--- config.mk ---
export PLATFORM = sky130hd
export DESIGN_NAME = lfte_ram
export DESIGN_NICKNAME = d
export VERILOG_FILES = /design/src/hw/rtl/lfte_ram.sv
export SDC_FILE = /design/constraint.sdc
export NUM_CORES = 2
export LEC_CHECK = 0
export ABC_AREA = 1
export BUFFER_PORTS_ARGS = -buffer_cell sky130_fd_sc_hd__buf_2
export CAP_MARGIN = 20
export CELL_PAD_IN_SITES_DETAIL_PLACEMENT = 1
export CELL_PAD_IN_SITES_GLOBAL_PLACEMENT = 1
export CORE_MARGIN = 1
export CORE_UTILIZATION = 50
export CTS_BUF_LIST = sky130_fd_sc_hd__clkbuf_2
export DETAILED_ROUTE_END_ITERATION = 6
export GPL_TIMING_DRIVEN = 0
export HOLD_SLACK_MARGIN = 0.03
export PLACE_DENSITY = 0.75
export REMOVE_ABC_BUFFERS = 1
export SKIP_LAST_GASP = 1
export SYNTH_ARGS = -nofsm -noshare
export SYNTH_HDL_FRONTEND = slang
export SYNTH_SLANG_ARGS = --single-unit
--- constraint.sdc ---
create_clock -name clk -period 2.27 [get_ports clk]
set_input_delay 0.454 -clock clk [delete_from_list [all_inputs] [get_ports clk]]
set_output_delay 0.454 -clock clk [all_outputs]
set_load 0.005 [all_outputs]
--- src/hw/rtl/lfte_ram.sv ---
// generic single-write, single-read ram with registered read data
`default_nettype none
module lfte_ram #(
  parameter int WIDTH = 8,
  parameter int DEPTH = 256,
  parameter int AW    = (DEPTH > 1) ? $clog2(DEPTH) : 1
) (
  input  wire logic             clk,
  input  wire logic             we,
  input  wire logic [AW-1:0]    waddr,
  input  wire logic [WIDTH-1:0] wdata,
  input  wire logic [AW-1:0]    raddr,
  output logic      [WIDTH-1:0] rdata
);

  logic [WIDTH-1:0] mem [DEPTH];

  // write port
  always_ff @(posedge clk) begin
    if (we) begin
      mem[waddr] <= wdata;
    end
  end

  // registered read port
  always_ff @(posedge clk) begin
    rdata <= mem[raddr];
  end

endmodule
`default_nettype wire

# After elaboration in Yosys (flattened, before gate mapping)
# Memory sizes are Yosys's and may differ from the RTL's. A register that Yosys moved wholly into a read port is not among the register bits.
# Index checks and enable logic that the tools add are counted.
[classes]
n_mux = 2
[ops]
columns = ["op", "count"]
rows = [
  ["1-bit two-way mux", 2],
]
[totals]
in_bits = 26
ff_bits = 0
word_cells = 3
n_memories = 1
output_inout_bits = 8
ram_bits = 2048
[mem_list]
columns = ["name", "depth", "width", "rd", "rd_clocked_by_memory_dff", "wr", "line", "text"]
rows = [
  ["mem", 256, 8, 1, 1, 1, "16", "logic [WIDTH-1:0] mem [DEPTH];"],
]

# Longest topological paths before layout
[depth]
ltp_word = 2
mapped_depth = 15

# Worst setup path after synthesis
# OpenSTA, ideal clock, no wires.
[synth_timing]
path_kind = "input to register"
startpoint = "input we"
endpoint = "memory mem[162][0] (enable)"
n_path_buf = 2
required_time_ns = 1.900
arrival_time_ns = 1.575
setup_ns = 0.370
setup_slack_ns = 0.325
stages = 4
cell_sequence = "clkbuf_1 > nand3_1 > clkbuf_1 > nor2_1"
[synth_via]
elab_chain_cells = 2
[synth_rtl]
columns = ["element", "line", "text"]
rows = [
  ["start: declaration", "9", "input wire logic we,"],
  ["1-bit two-way mux", "20", "if (we) begin"],
  ["1-bit two-way mux (not written as such)", "21", "mem[waddr] <= wdata;"],
  ["end: declaration", "16", ""],
]
# No other way between the ends.

# Worst setup path after layout
[layout_timing]
startpoint = "register rdata[1], read port of mem"
endpoint = "output rdata[1]"
[layout_rtl]
columns = ["element", "line", "text"]
rows = [
  ["start: declaration", "13", "output logic [WIDTH-1:0] rdata"],
]
# No word-level cell between the ends.

==> metrics.yaml <==
timing:
  clock_skew_ns: 0.1038
  timing.final.ws_setup_ns: -0.4588
  whs_ns: 0.1795
  tightest_slew_ns: 1.284
  final_hold_viol_count: 0
  rsz0062_at_grt: "true"
  fin_crit_sh_pct: 120.2
  maxSlewHeadroom_pct: 14.40
  period_needed_ns: 2.729
  finalSetupTns_ns: -11.18
  fmax_ghz: 0.3665
  slew_viol_final: 0
  setup_viol: 269
yosys:
  synth-simple-area-share_pct: 22.95
  synth_top_cell_by_area: "edfxtp_1"
  synth_compound_area_share_pct: 0
  synth_ff_type: "edfxtp_1"
  synthMostInstantiatedCell: "nand2_1"
  synth_cell_type_count: 14
  synth_top_family_by_area: "simple AND/OR/NAND/NOR gates"
  synth_area_leaders: "edfxtp_1 74%, nand3_1 12%, nand2_1 9.6%"
  ys_top_cells_by_count: "2123 x nand2_1, 2048 x edfxtp_1, 2019 x nand3_1, 283 x nor2_1, 268 x buf_2"
  synth_edf_count: 2048
  synthMuxAreaShare_pct: 0
  synthAdderAreaFrac_pct: 0
  synthCells: 7003
  async_flop_share_pct: 0
  synth.cell_area_um2: 83400
  ys_seq_area_share_pct: 73.94
  synth-xor-area-share_pct: 0
  yosysTopAreaCellShare_pct: 73.74
  ys_ff_latch: 2056
  avgSynthCellArea_um2: 11.91
  ys_warn_count: 0
clock_network:
  clock_latency_ns: 1.80
  numCtsBuffers: 541
  clock_path_buffers: 4
  cts_max_level: 6
  path_clk_slew_ns: 0.09
  cts_tree: "yes"
  cts-root-buf: "clkbuf_2"
  cts.sinks: 2056
job:
  max_cap_viol_count: 0
outcome:
  status: "finished with violations"
  violations: "design-rule violations, negative setup slack"
route:
  drc: 9
  vias_per_cell: 5.988
  wl_mm: 259.1
  drt_iter0_drc: 5671
  wl_per_cell_um: 26.58
  num_vias: 58380
  firstDrtPassIters: 7
  ant_nets: 0
placed_design:
  placedCellCount: 8801
  place_congestion: 0.7890
  dp_hpwl_mm: 136.2
  post-place-ws_ns: -2.483
  numPortBuffers: 33
  placed_cell_area_um2: 85530
power:
  leakage_nw: 32.59
  p_switching_mw: 18.82
  p_total_mw: 71.55
  p_int_mw: 52.73
  irDropWorstVdd_mv: 0.3994
  powerDensity_nw_per_um2: 779.7
  p_seq_share_pct: 58.4
  pwr-share-clk_pct: 34.1
  swShare_pct: 26.30
  combPwrFrac_pct: 7.4
floorplanning:
  rows: 149
  initial_core_util_pct: 50.43
  io_pins: 34
  die_width_um: 410.4
  core_area_um2: 165400
  die_area_um2: 168400
  die_h_um: 410.4
setup_path:
  crit_type: "reg -> out"
  required_ns: 1.82
  crit_fanout: 1
  crit_buf_inv: 1
  worstSetupStartpointType: "flop"
  critical-path-max-stage-delay_ns: 0.40
  end_kind: "primary output"
  cp_top_family: "flip-flops"
  crit_cells: 1
  rr_worst_depth: 10
  cp_cell_sequence: "buf_6"
  cpMaxStageDelayCell: "dfxtp_4"
  cp.arrival_ns: 2.27
finish:
  post-route-util_pct: 55.50
  fin_cells: 9749
  area_delta_synth_final_pct: 10.04
  layout.nets: 7265
  fin_area_um2: 91770
  drive_above_1_share_pct: 13.99
  fill_cells: 17130
global_routing:
  grt_overflow: 0
  grt_start_max_net_pins: 209
  grt_pass1_wl_mm: 374.2
  grt_pass1_vias: 60040
  track_usage_pct: 29.84
  antenna_found_initial: 8
min_path:
  hold-path-cell-count: 11
  min_path_type: "in -> reg"
## metal layers
metal  GRT usage, %  vias to the layer above  wire [um]  share of wire (%)
met4          12.67                        6       9401                3.6
met1          39.82                    29620     104200                 40
met2          47.91                     2652     124200                 48
li1               -                    25590          -                  -
met5              0                        -         32              0.012
met3          5.755                      507      21370                8.2
## layout make-up
type                       instances  area (um^2)  share of cell area, %
sequential                      2056        61670                  67.20
multi-input combinational       4425        19600                  21.36
clock buffer                     771         3859                  4.205
timing repair buffer             176         3181                  3.466
tap                             2189         2739                  2.984
clock inverter                    87        494.2                 0.5385
inverter                          39        215.2                 0.2345
antenna                            6        15.01                0.01636
## registers in the layout (all words and copies together), names as in the netlist
name and cells:
mem 2048, rdata 8
## power groups by stage
| stage | clock, mW | sequential (mW) | combinational, mW |
|---|---|---|---|
| after global placement | 0 | 42.8 | 5.28 |
| final | 24.4 | 41.8 | 5.32 |
| after floorplan | 0 | 42.7 | 2.21 |
| after CTS | 24.8 | 41.8 | 5.08 |
| after detailed placement | 0 | 42.7 | 4.78 |
| after global routing | 26.4 | 41.8 | 5.63 |
## cells in the final DEF, fill, tap and decap left out, types with 15 or more instances in the layout
cell type	count
edfxtp_1	2048
nor2_1	180
clkbuf_2	771
buf_12	21
nor2_4	24
nand2_1	2105
buf_16	52
inv_1	33
nand3_1	2015
nor2_2	79
nand2_2	17
dlygate4sd3_1	46
buf_2	15
clkinv_1	67
## worst paths after layout
check | start | slack [ns] | end
worst max-delay path | rdata[1] | -0.46 | rdata[1]
worst min-delay path | raddr[2] | 0.18 | rdata[1]
worst max register to register | mem[42][7] | 0.10 | rdata[7]
worst min register to register | mem[90][1] | 1.07 | rdata[1]
## repair_timing
item | 4_1_cts | 5_1_grt
endpoints found under the setup margin | 16 | 1143
endpoints found under the hold margin | 4104 | 0
hold buffers | 62 | 0
pin swaps | 0 | 0
cloned | 6 | 12
gates resized for setup | 6 | 152
setup buffers | 0 | 4
## cells by family (layout without fill, tap and decap cells)
logic type | Yosys count | count (layout)
other | 0 | 6
buffers and inverters | 522 | 1073
AND/OR/NAND/NOR | 4425 | 4425
flip-flops | 2056 | 2056
Note: power is estimated with default switching activity, not from simulation.
