`src/hw/rtl/lfte_pkg.sv`:
```
// shared types, constants and codes of the led fade table engine
`default_nettype none
package lfte_pkg;

  // widths of levels and times
  localparam int LEVEL_W = 8;
  localparam int TIME_W  = 32;
  localparam int PROD_W  = LEVEL_W + TIME_W;

  // default table size
  localparam int LED_COUNT_DEF = 256;

  // full brightness level
  localparam logic [LEVEL_W-1:0] FULL_LEVEL = 8'hFF;

  // item kinds
  localparam logic [1:0] KIND_START  = 2'd0;
  localparam logic [1:0] KIND_UPDATE = 2'd1;
  localparam logic [1:0] KIND_QUERY  = 2'd2;
  localparam logic [1:0] KIND_CLEAR  = 2'd3;

  // start effects
  localparam logic [1:0] EFF_NONE   = 2'd0;
  localparam logic [1:0] EFF_IN     = 2'd1;
  localparam logic [1:0] EFF_OUT    = 2'd2;
  localparam logic [1:0] EFF_IN_OUT = 2'd3;

  // configuration port
  localparam int CFG_ADDR_W = 2;
  localparam int CFG_DATA_W = 32;
  localparam logic [CFG_ADDR_W-1:0] REG_IN_OUT_MODE = 2'd0;

  // input word
  typedef struct packed {
    logic [1:0]         kind;
    logic [7:0]         led;
    logic [LEVEL_W-1:0] target_level;
    logic [TIME_W-1:0]  fade_ms;
    logic [1:0]         effect;
    logic [TIME_W-1:0]  now_ms;
  } in_word_t;

  // result word
  typedef struct packed {
    logic [LEVEL_W-1:0] brightness;
    logic               any_active;
  } out_word_t;

  // one fade table entry as kept in the table ram
  typedef struct packed {
    logic               valid;
    logic [LEVEL_W-1:0] start_lvl;
    logic [LEVEL_W-1:0] end_lvl;
    logic [TIME_W-1:0]  length;
    logic [TIME_W-1:0]  origin;
  } entry_t;

  // divider status toward the sequencer
  typedef struct packed {
    logic busy;
    logic done;
  } div_sts_t;

endpackage
`default_nettype wire

```
`src/hw/rtl/lfte_div.sv`:
```
// iterative restoring divider, one quotient bit per cycle, short quotient
`default_nettype none
module lfte_div #(
  parameter int DEN_W = lfte_pkg::TIME_W,
  parameter int Q_W   = lfte_pkg::LEVEL_W
) (
  input  wire logic                   clk,
  input  wire logic                   rst_n,
  input  wire logic                   start,
  input  wire logic [DEN_W+Q_W-1:0]   num,
  input  wire logic [DEN_W-1:0]       den,
  output lfte_pkg::div_sts_t          sts,
  output logic      [Q_W-1:0]         quot
);

  localparam int CW = $clog2(Q_W + 1);

  logic [DEN_W-1:0] rem_r, rem_nxt;
  logic [DEN_W-1:0] den_r, den_nxt;
  logic [Q_W-1:0]   low_r, low_nxt;
  logic [CW-1:0]    cnt_r, cnt_nxt;
  logic             done_r, done_nxt;
  logic [DEN_W:0]   trial;
  logic             ge;

  // one shift-compare-subtract step
  always_comb begin
    trial    = {rem_r, low_r[Q_W-1]};
    ge       = (trial >= {1'b0, den_r});
    rem_nxt  = rem_r;
    den_nxt  = den_r;
    low_nxt  = low_r;
    cnt_nxt  = cnt_r;
    done_nxt = 1'b0;
    if (start) begin
      // quotient fits Q_W bits, so the top bits are already below den
      rem_nxt = num[DEN_W+Q_W-1:Q_W];
      low_nxt = num[Q_W-1:0];
      den_nxt = den;
      cnt_nxt = CW'(Q_W);
    end else if (cnt_r != '0) begin
      rem_nxt  = ge ? DEN_W'(trial - {1'b0, den_r}) : trial[DEN_W-1:0];
      low_nxt  = {low_r[Q_W-2:0], ge};
      cnt_nxt  = cnt_r - CW'(1);
      done_nxt = (cnt_r == CW'(1));
    end
  end

  // control state
  always_ff @(posedge clk) begin
    if (!rst_n) begin
      cnt_r  <= '0;
      done_r <= 1'b0;
    end else begin
      cnt_r  <= cnt_nxt;
      done_r <= done_nxt;
    end
  end

  // datapath
  always_ff @(posedge clk) begin
    rem_r <= rem_nxt;
    den_r <= den_nxt;
    low_r <= low_nxt;
  end

  assign sts.busy = (cnt_r != '0);
  assign sts.done = done_r;
  assign quot     = low_r;

endmodule
`default_nettype wire

```
`config.mk`:
```
export PLATFORM = sky130hd
export DESIGN_NAME = lfte_div
export DESIGN_NICKNAME = d
export VERILOG_FILES = /design/src/hw/rtl/lfte_pkg.sv /design/src/hw/rtl/lfte_div.sv
export SDC_FILE = /design/constraint.sdc
export NUM_CORES = 1
export LEC_CHECK = 0
export BUFFER_PORTS_ARGS = -buffer_cell sky130_fd_sc_hd__buf_2
export CORE_ASPECT_RATIO = 0.8
export CORE_MARGIN = 2
export CORE_UTILIZATION = 57
export DETAILED_ROUTE_END_ITERATION = 6
export PLACE_DENSITY_LB_ADDON = 0.25
export RECOVER_POWER = 50
export SLEW_MARGIN = 25
export SYNTH_ARGS = -nofsm -noshare
export SYNTH_HDL_FRONTEND = slang
export SYNTH_SLANG_ARGS = --single-unit
export TNS_END_PERCENT = 100
```
`constraint.sdc`:
```
create_clock -name clk -period 3.7 [get_ports clk]
set_input_delay 0.555 -clock clk [delete_from_list [all_inputs] [get_ports clk]]
set_output_delay 0.555 -clock clk [all_outputs]
set_load 0.005 [all_outputs]
```
**Yosys cells after proc, flatten, opt, wreduce, memory -nomap -nowiden**

Index checks and enable logic that the tools add are counted.

- Word-level logic and storage cells: 23
- Register bits: 77
- Input port bits: 75
- Output and inout port bits: 10

- $lt $le $gt $ge: 1
- Bitwise logic cells: 2
- Reductions and logical operators: 4
- Add/sub/neg operators: 2
- Muxes and demuxes: 7
- Equal/unequal tests: 1

Operators by type and width:

| kind | number |
|---|---|
| $mux 32 | 3 |
| $ge 33x32->1 | 1 |
| $sub 32x32->32 | 1 |
| $mux 8 | 2 |
| $mux 4 | 2 |
| $eq 4x1->1 const B | 1 |
| $reduce_bool 4->1 | 1 |
| $sub 4x1->4 const B | 1 |
| $reduce_or 3->1 | 1 |
| $not 1->1 | 2 |
| $reduce_bool 2->1 | 1 |
| $reduce_or 2->1 | 1 |

**Depth between registers and ports, before layout**

- Depth in word-level cells: 4
- Depth in mapped cells: 13

**Worst setup path after synthesis**

OpenSTA, ideal clock, no wires.

- Path type: register -> register
- From: reg low_r[7], in the netlist quot[7]
- To: reg rem_r[12], data pin
- Buffers on the path: 0
- Data required time: 3.440 ns
- Path slack: 0.687 ns
- Library setup time: 0.260 ns
- Cell stages (with the launch flop): 13
- Data arrival time: 2.753 ns
- Cell sequence: edfxtp_1 -> inv_1 -> ha_1 -> inv_1 -> fa_1 -> a211oi_1 -> o21bai_1 -> a2111oi_2 -> o311ai_1 -> a21oi_1 -> xnor2_1 -> mux2_1 -> mux2_2

- Word-level cells in the longest chain between the ends: 4
- Elaborated cells between the ends (all ways): 5

Ends and longest elaborated chain:

| element | RTL line | text |
|---|---|---|
| start: declaration | lfte_div.sv:20 | `logic [Q_W-1:0] low_r, low_nxt;` |
| start signal: assignment | lfte_div.sv:64 | `low_r <= low_nxt;` |
| $sub 32x32->32 / $ge 33x32->1 (equally long branches) | lfte_div.sv:42, lfte_div.sv:29 |  |
| $mux 32 * | lfte_div.sv:42 | `rem_nxt = ge ? DEN_W'(trial - {1'b0, den_r}) : trial[DEN_W-1:0];` |
| $mux 32 * | lfte_div.sv:41 | `end else if (cnt_r != '0) begin` |
| $mux 32 * | lfte_div.sv:35 | `if (start) begin` |
| named net rem_nxt[12] | lfte_div.sv:18 | `logic [DEN_W-1:0] rem_r, rem_nxt;` |
| end signal: assignment | lfte_div.sv:62 | `rem_r <= rem_nxt;` |
| end: declaration | lfte_div.sv:18 |  |

Mark *: on every way through the listed nets, which the timed path passes. The rest lies on a longest branch. The select of a mux whose other input is x is not followed.
A chain may end at the register's enable or synchronous reset.

**Worst setup path after layout**

- From: reg rem_r[7]
- To: reg rem_r[20], data pin

- Word-level cells in the longest chain between the ends: 4
- Elaborated cells between the ends (all ways): 5

Ends and longest elaborated chain:

| element | RTL line |
|---|---|
| $sub 32x32->32 / $ge 33x32->1 (equally long branches) | lfte_div.sv:42, lfte_div.sv:29 |
| $mux 32 * | lfte_div.sv:42 |
| $mux 32 * | lfte_div.sv:41 |
| $mux 32 * | lfte_div.sv:35 |
| named net rem_nxt[20] | lfte_div.sv:18 |

Marks and branches as above.

==> reports/metrics.csv <==
metric;value;unit
filler-free cell count of the finished design;676;
Post-synth EDFFs;72;
syn_area_per_cell;10.9;um^2
CP Buf/Inv Count;0;
antenna-violating nets left;0;
FF-to-FF End;rem_r[20]$_DFFE_PP_;
Yosys reg bits;77;
antenna violations before repair;0;
reg2reg setup slack;360;ps
PwrDens;843;nW/um^2
Diodes inserted;0;
most frequent cells in the layout;77 x buf_2, 72 x edfxtp_1, 48 x inv_1, 34 x ha_1, 27 x mux2_2;
HPWL after DPL;8.18;mm
WL final;11.3;mm
cts hold-fix bufs;0;
Layout area overhead;14.5;%
num rows;31;
Initial Util;58.0;%
postcts setup bufs;0;
Worst Path Max Fanout;8;
Worst path slowest cell;a311oi_1;
CP Data Required Time;3790;ps
area of the multi-input gates;2650;um^2
WHS;381;ps
Top delay family on crit path;compound AO/OA/AOI/OAI gates;
GPL Wtd Cong;0.898;
Post-Syn Nets;588;
largest net degree at the start of global routing;48;
clock root cell;clkbuf_16;
Tightest Pin Transition;2150;ps
Worst Setup EP;rem_r[20]$_DFFE_PP_;
post-cts resize count;0;
CP Launch Type;flop;
pre-CTS setup slack;430;ps
Fmax;0.299;GHz
top_reg_cell synth;edfxtp_1;
cts bufs inserted;9;
library cells used by synthesis;59;
reg2reg start;rem_r[7]$_DFFE_PP_;
met3 Use GR;5.90;%
DRC;0;
Worst slew margin;-43.3;%
commonest non-fill, non-tap cell in the layout;buf_2;
via count;3930;
die area;9890;um^2
number of detailed-route iterations in the first pass;4;
WL per Instance;16.7;um
Worst R2R Path Depth;9;
CP max stage delay;620;ps
CTS tree;done;
Slew Viols, Final;46;
first-pass GRT wire length;18.6;mm
clock slew seen by the registers of the worst setup and hold paths;60;ps
CORE AREA;8960;um^2
Final Core Density;66.3;%
H-Tree Depth;3;
HP Class;input pin to flop;
Iter 0 DRT Violations;264;
setup tns final;0;ps
Worst path depth;9;
I/O Buffers;84;
final hold vios;0;
Sequential Area;2260;um^2
Filler Cells Inserted;722;
IO Pins;85;
Setup WS post-layout;355;ps
total gr overflow;0;
Nets;667;
clock buffer depth;2;
Vias/cell;5.81;
GRT Total Usage;23.7;%
insertion delay to the later sink of the worst-skew pair;350;ps
# placed instances;661;
met2 usage;38.3;%
Pleak;2.54;nW
met1 Use GR;31.9;%
failing checks;capacitance limit, slew limit;
fin crit share;90.4;%
clock skew;7.66;ps
WS Path Type;flop to flop;
most used cell along the critical path;nand2_1;
critical path endpoint category;flop;
Synth top area share;41.6;%
TritonCTS Sinks;77;
RSZ-0062 raised after global routing;no;
VDD IR-drop max;492;uV
Die Wd;111;um
Yosys warning count;0;
layout cell share with drive strength beyond 1;23.5;%
Async SR Flop Fraction;0;%
Die Y;89.4;um
min Tclk post-route;3340;ps
dominant cell type by area after synthesis;edfxtp_1;
vias in the first global route;3881;
final setup fails;0;
grt peak-use layer;met2;
Synth area leaders;edfxtp_1 42%, ha_1 8.2%, mux2_2 5.9%, mux2_1 3.9%, inv_1 3.5%;
status;complete, but fails checks;
Seq/Total Area, Yosys;43.6;%
max-capacitance violation count;1;
cell area after synthesis;5190;um^2
critical path, cell by cell;ha_1 -> nand2_1 -> nor4_1 -> nand2_1 -> a311oi_1 -> a221o_1 -> xor2_1 -> mux2_1 -> mux2_2;
Worst EP arrival;3430;ps
Worst setup startpoint;rem_r[7]$_DFFE_PP_;
post-synthesis cell count;478;
==> metrics by stage <==
| step | area [um^2] | power, mW |
|---|---|---|
| final | 5940 | 5.01 |
| after global routing | 5940 | 5.37 |
| after CTS | 5950 | 5.00 |
| after detailed placement | 5690 | 4.17 |
| after global placement | 5690 | 4.11 |
| after floorplan | 5190 | 3.59 |
==> flip-flops by register name, indices dropped and copies added, names as in the netlist <==
name,flops
done_r,1
cnt_r,4
quot,8
den_r,32
rem_r,32
==> report_power, final <==
part	switching, mW	leakage, nW	total, mW	internal [mW]
logic	1.54	1.65	2.80	1.26
registers	0.124	0.762	1.40	1.28
clock network	0.357	0.121	0.806	0.449
==> worst register-to-register path: stages, from the launching register on <==
cell and delay [ps]:
edfxtp_1 390, ha_1 450, nand2_1 120, nor4_1 470, nand2_1 130, a311oi_1 620, a221o_1 290, xor2_1 70
mux2_1 290, mux2_2 260
==> cell usage after synthesis (all sizes together) (6+ instances only) <==
library cell and count:
a21oi 29, a211oi 9, nor2 22, inv 48
a31oi 7, nand2b 7, ha 34, nand2 26
buf 6, clkbuf 12, mux2i 7, nand3 10
edfxtp 72, nor3 6, mux2 45, o21ai 18
xnor2 17, a21o 17, xor2 10
==> cell type report <==
type                       count  share of cell area (%)
sequential                    77                    38.1
multi-input combinational    335                    44.6
timing repair buffer          86                    7.39
clock inverter                 6                   0.674
clock buffer                   9                    3.79
tap                          115                    2.42
inverter                      48                    3.03
==> kinds of logic after synthesis <==
family / Yosys count / synth area share, %
compound gates: 117 / 16.6
xor+xnor: 27 / 4.55
fa+ha+maj: 35 / 8.58
buf+inv: 66 / 5.37
flops: 77 / 43.6
mux: 52 / 11.1
simple gates: 104 / 10.2
==> how the worst min path moves through the flow <==
| stage | start | end | slack, ps | cells past startpoint |
|---|---|---|---|---|
| after global placement | cnt_r[2]$_SDFFE_PP0N_ | done_r$_SDFF_PP0_ | 480 | 1 |
| after detailed placement | cnt_r[2]$_SDFFE_PP0N_ | done_r$_SDFF_PP0_ | 490 | 1 |
| after floorplan | cnt_r[2]$_SDFFE_PP0N_ | done_r$_SDFF_PP0_ | 450 | 1 |
| after global routing | den[12] | den_r[12]$_DFFE_PP_ | 370 | 1 |
| after CTS | den[12] | den_r[12]$_DFFE_PP_ | 370 | 1 |
| final | den[9] | den_r[9]$_DFFE_PP_ | 380 | 1 |
==> per-layer routing <==
| layer | routed length [um] | vias up |
|---|---|---|
| met5 | 0 | - |
| met4 | 179 | 0 |
| met3 | 695 | 15 |
| met2 | 5010 | 124 |
| met1 | 5390 | 1858 |
| li1 | - | 1933 |
No activity file was read; power rests on OpenSTA's default activity.
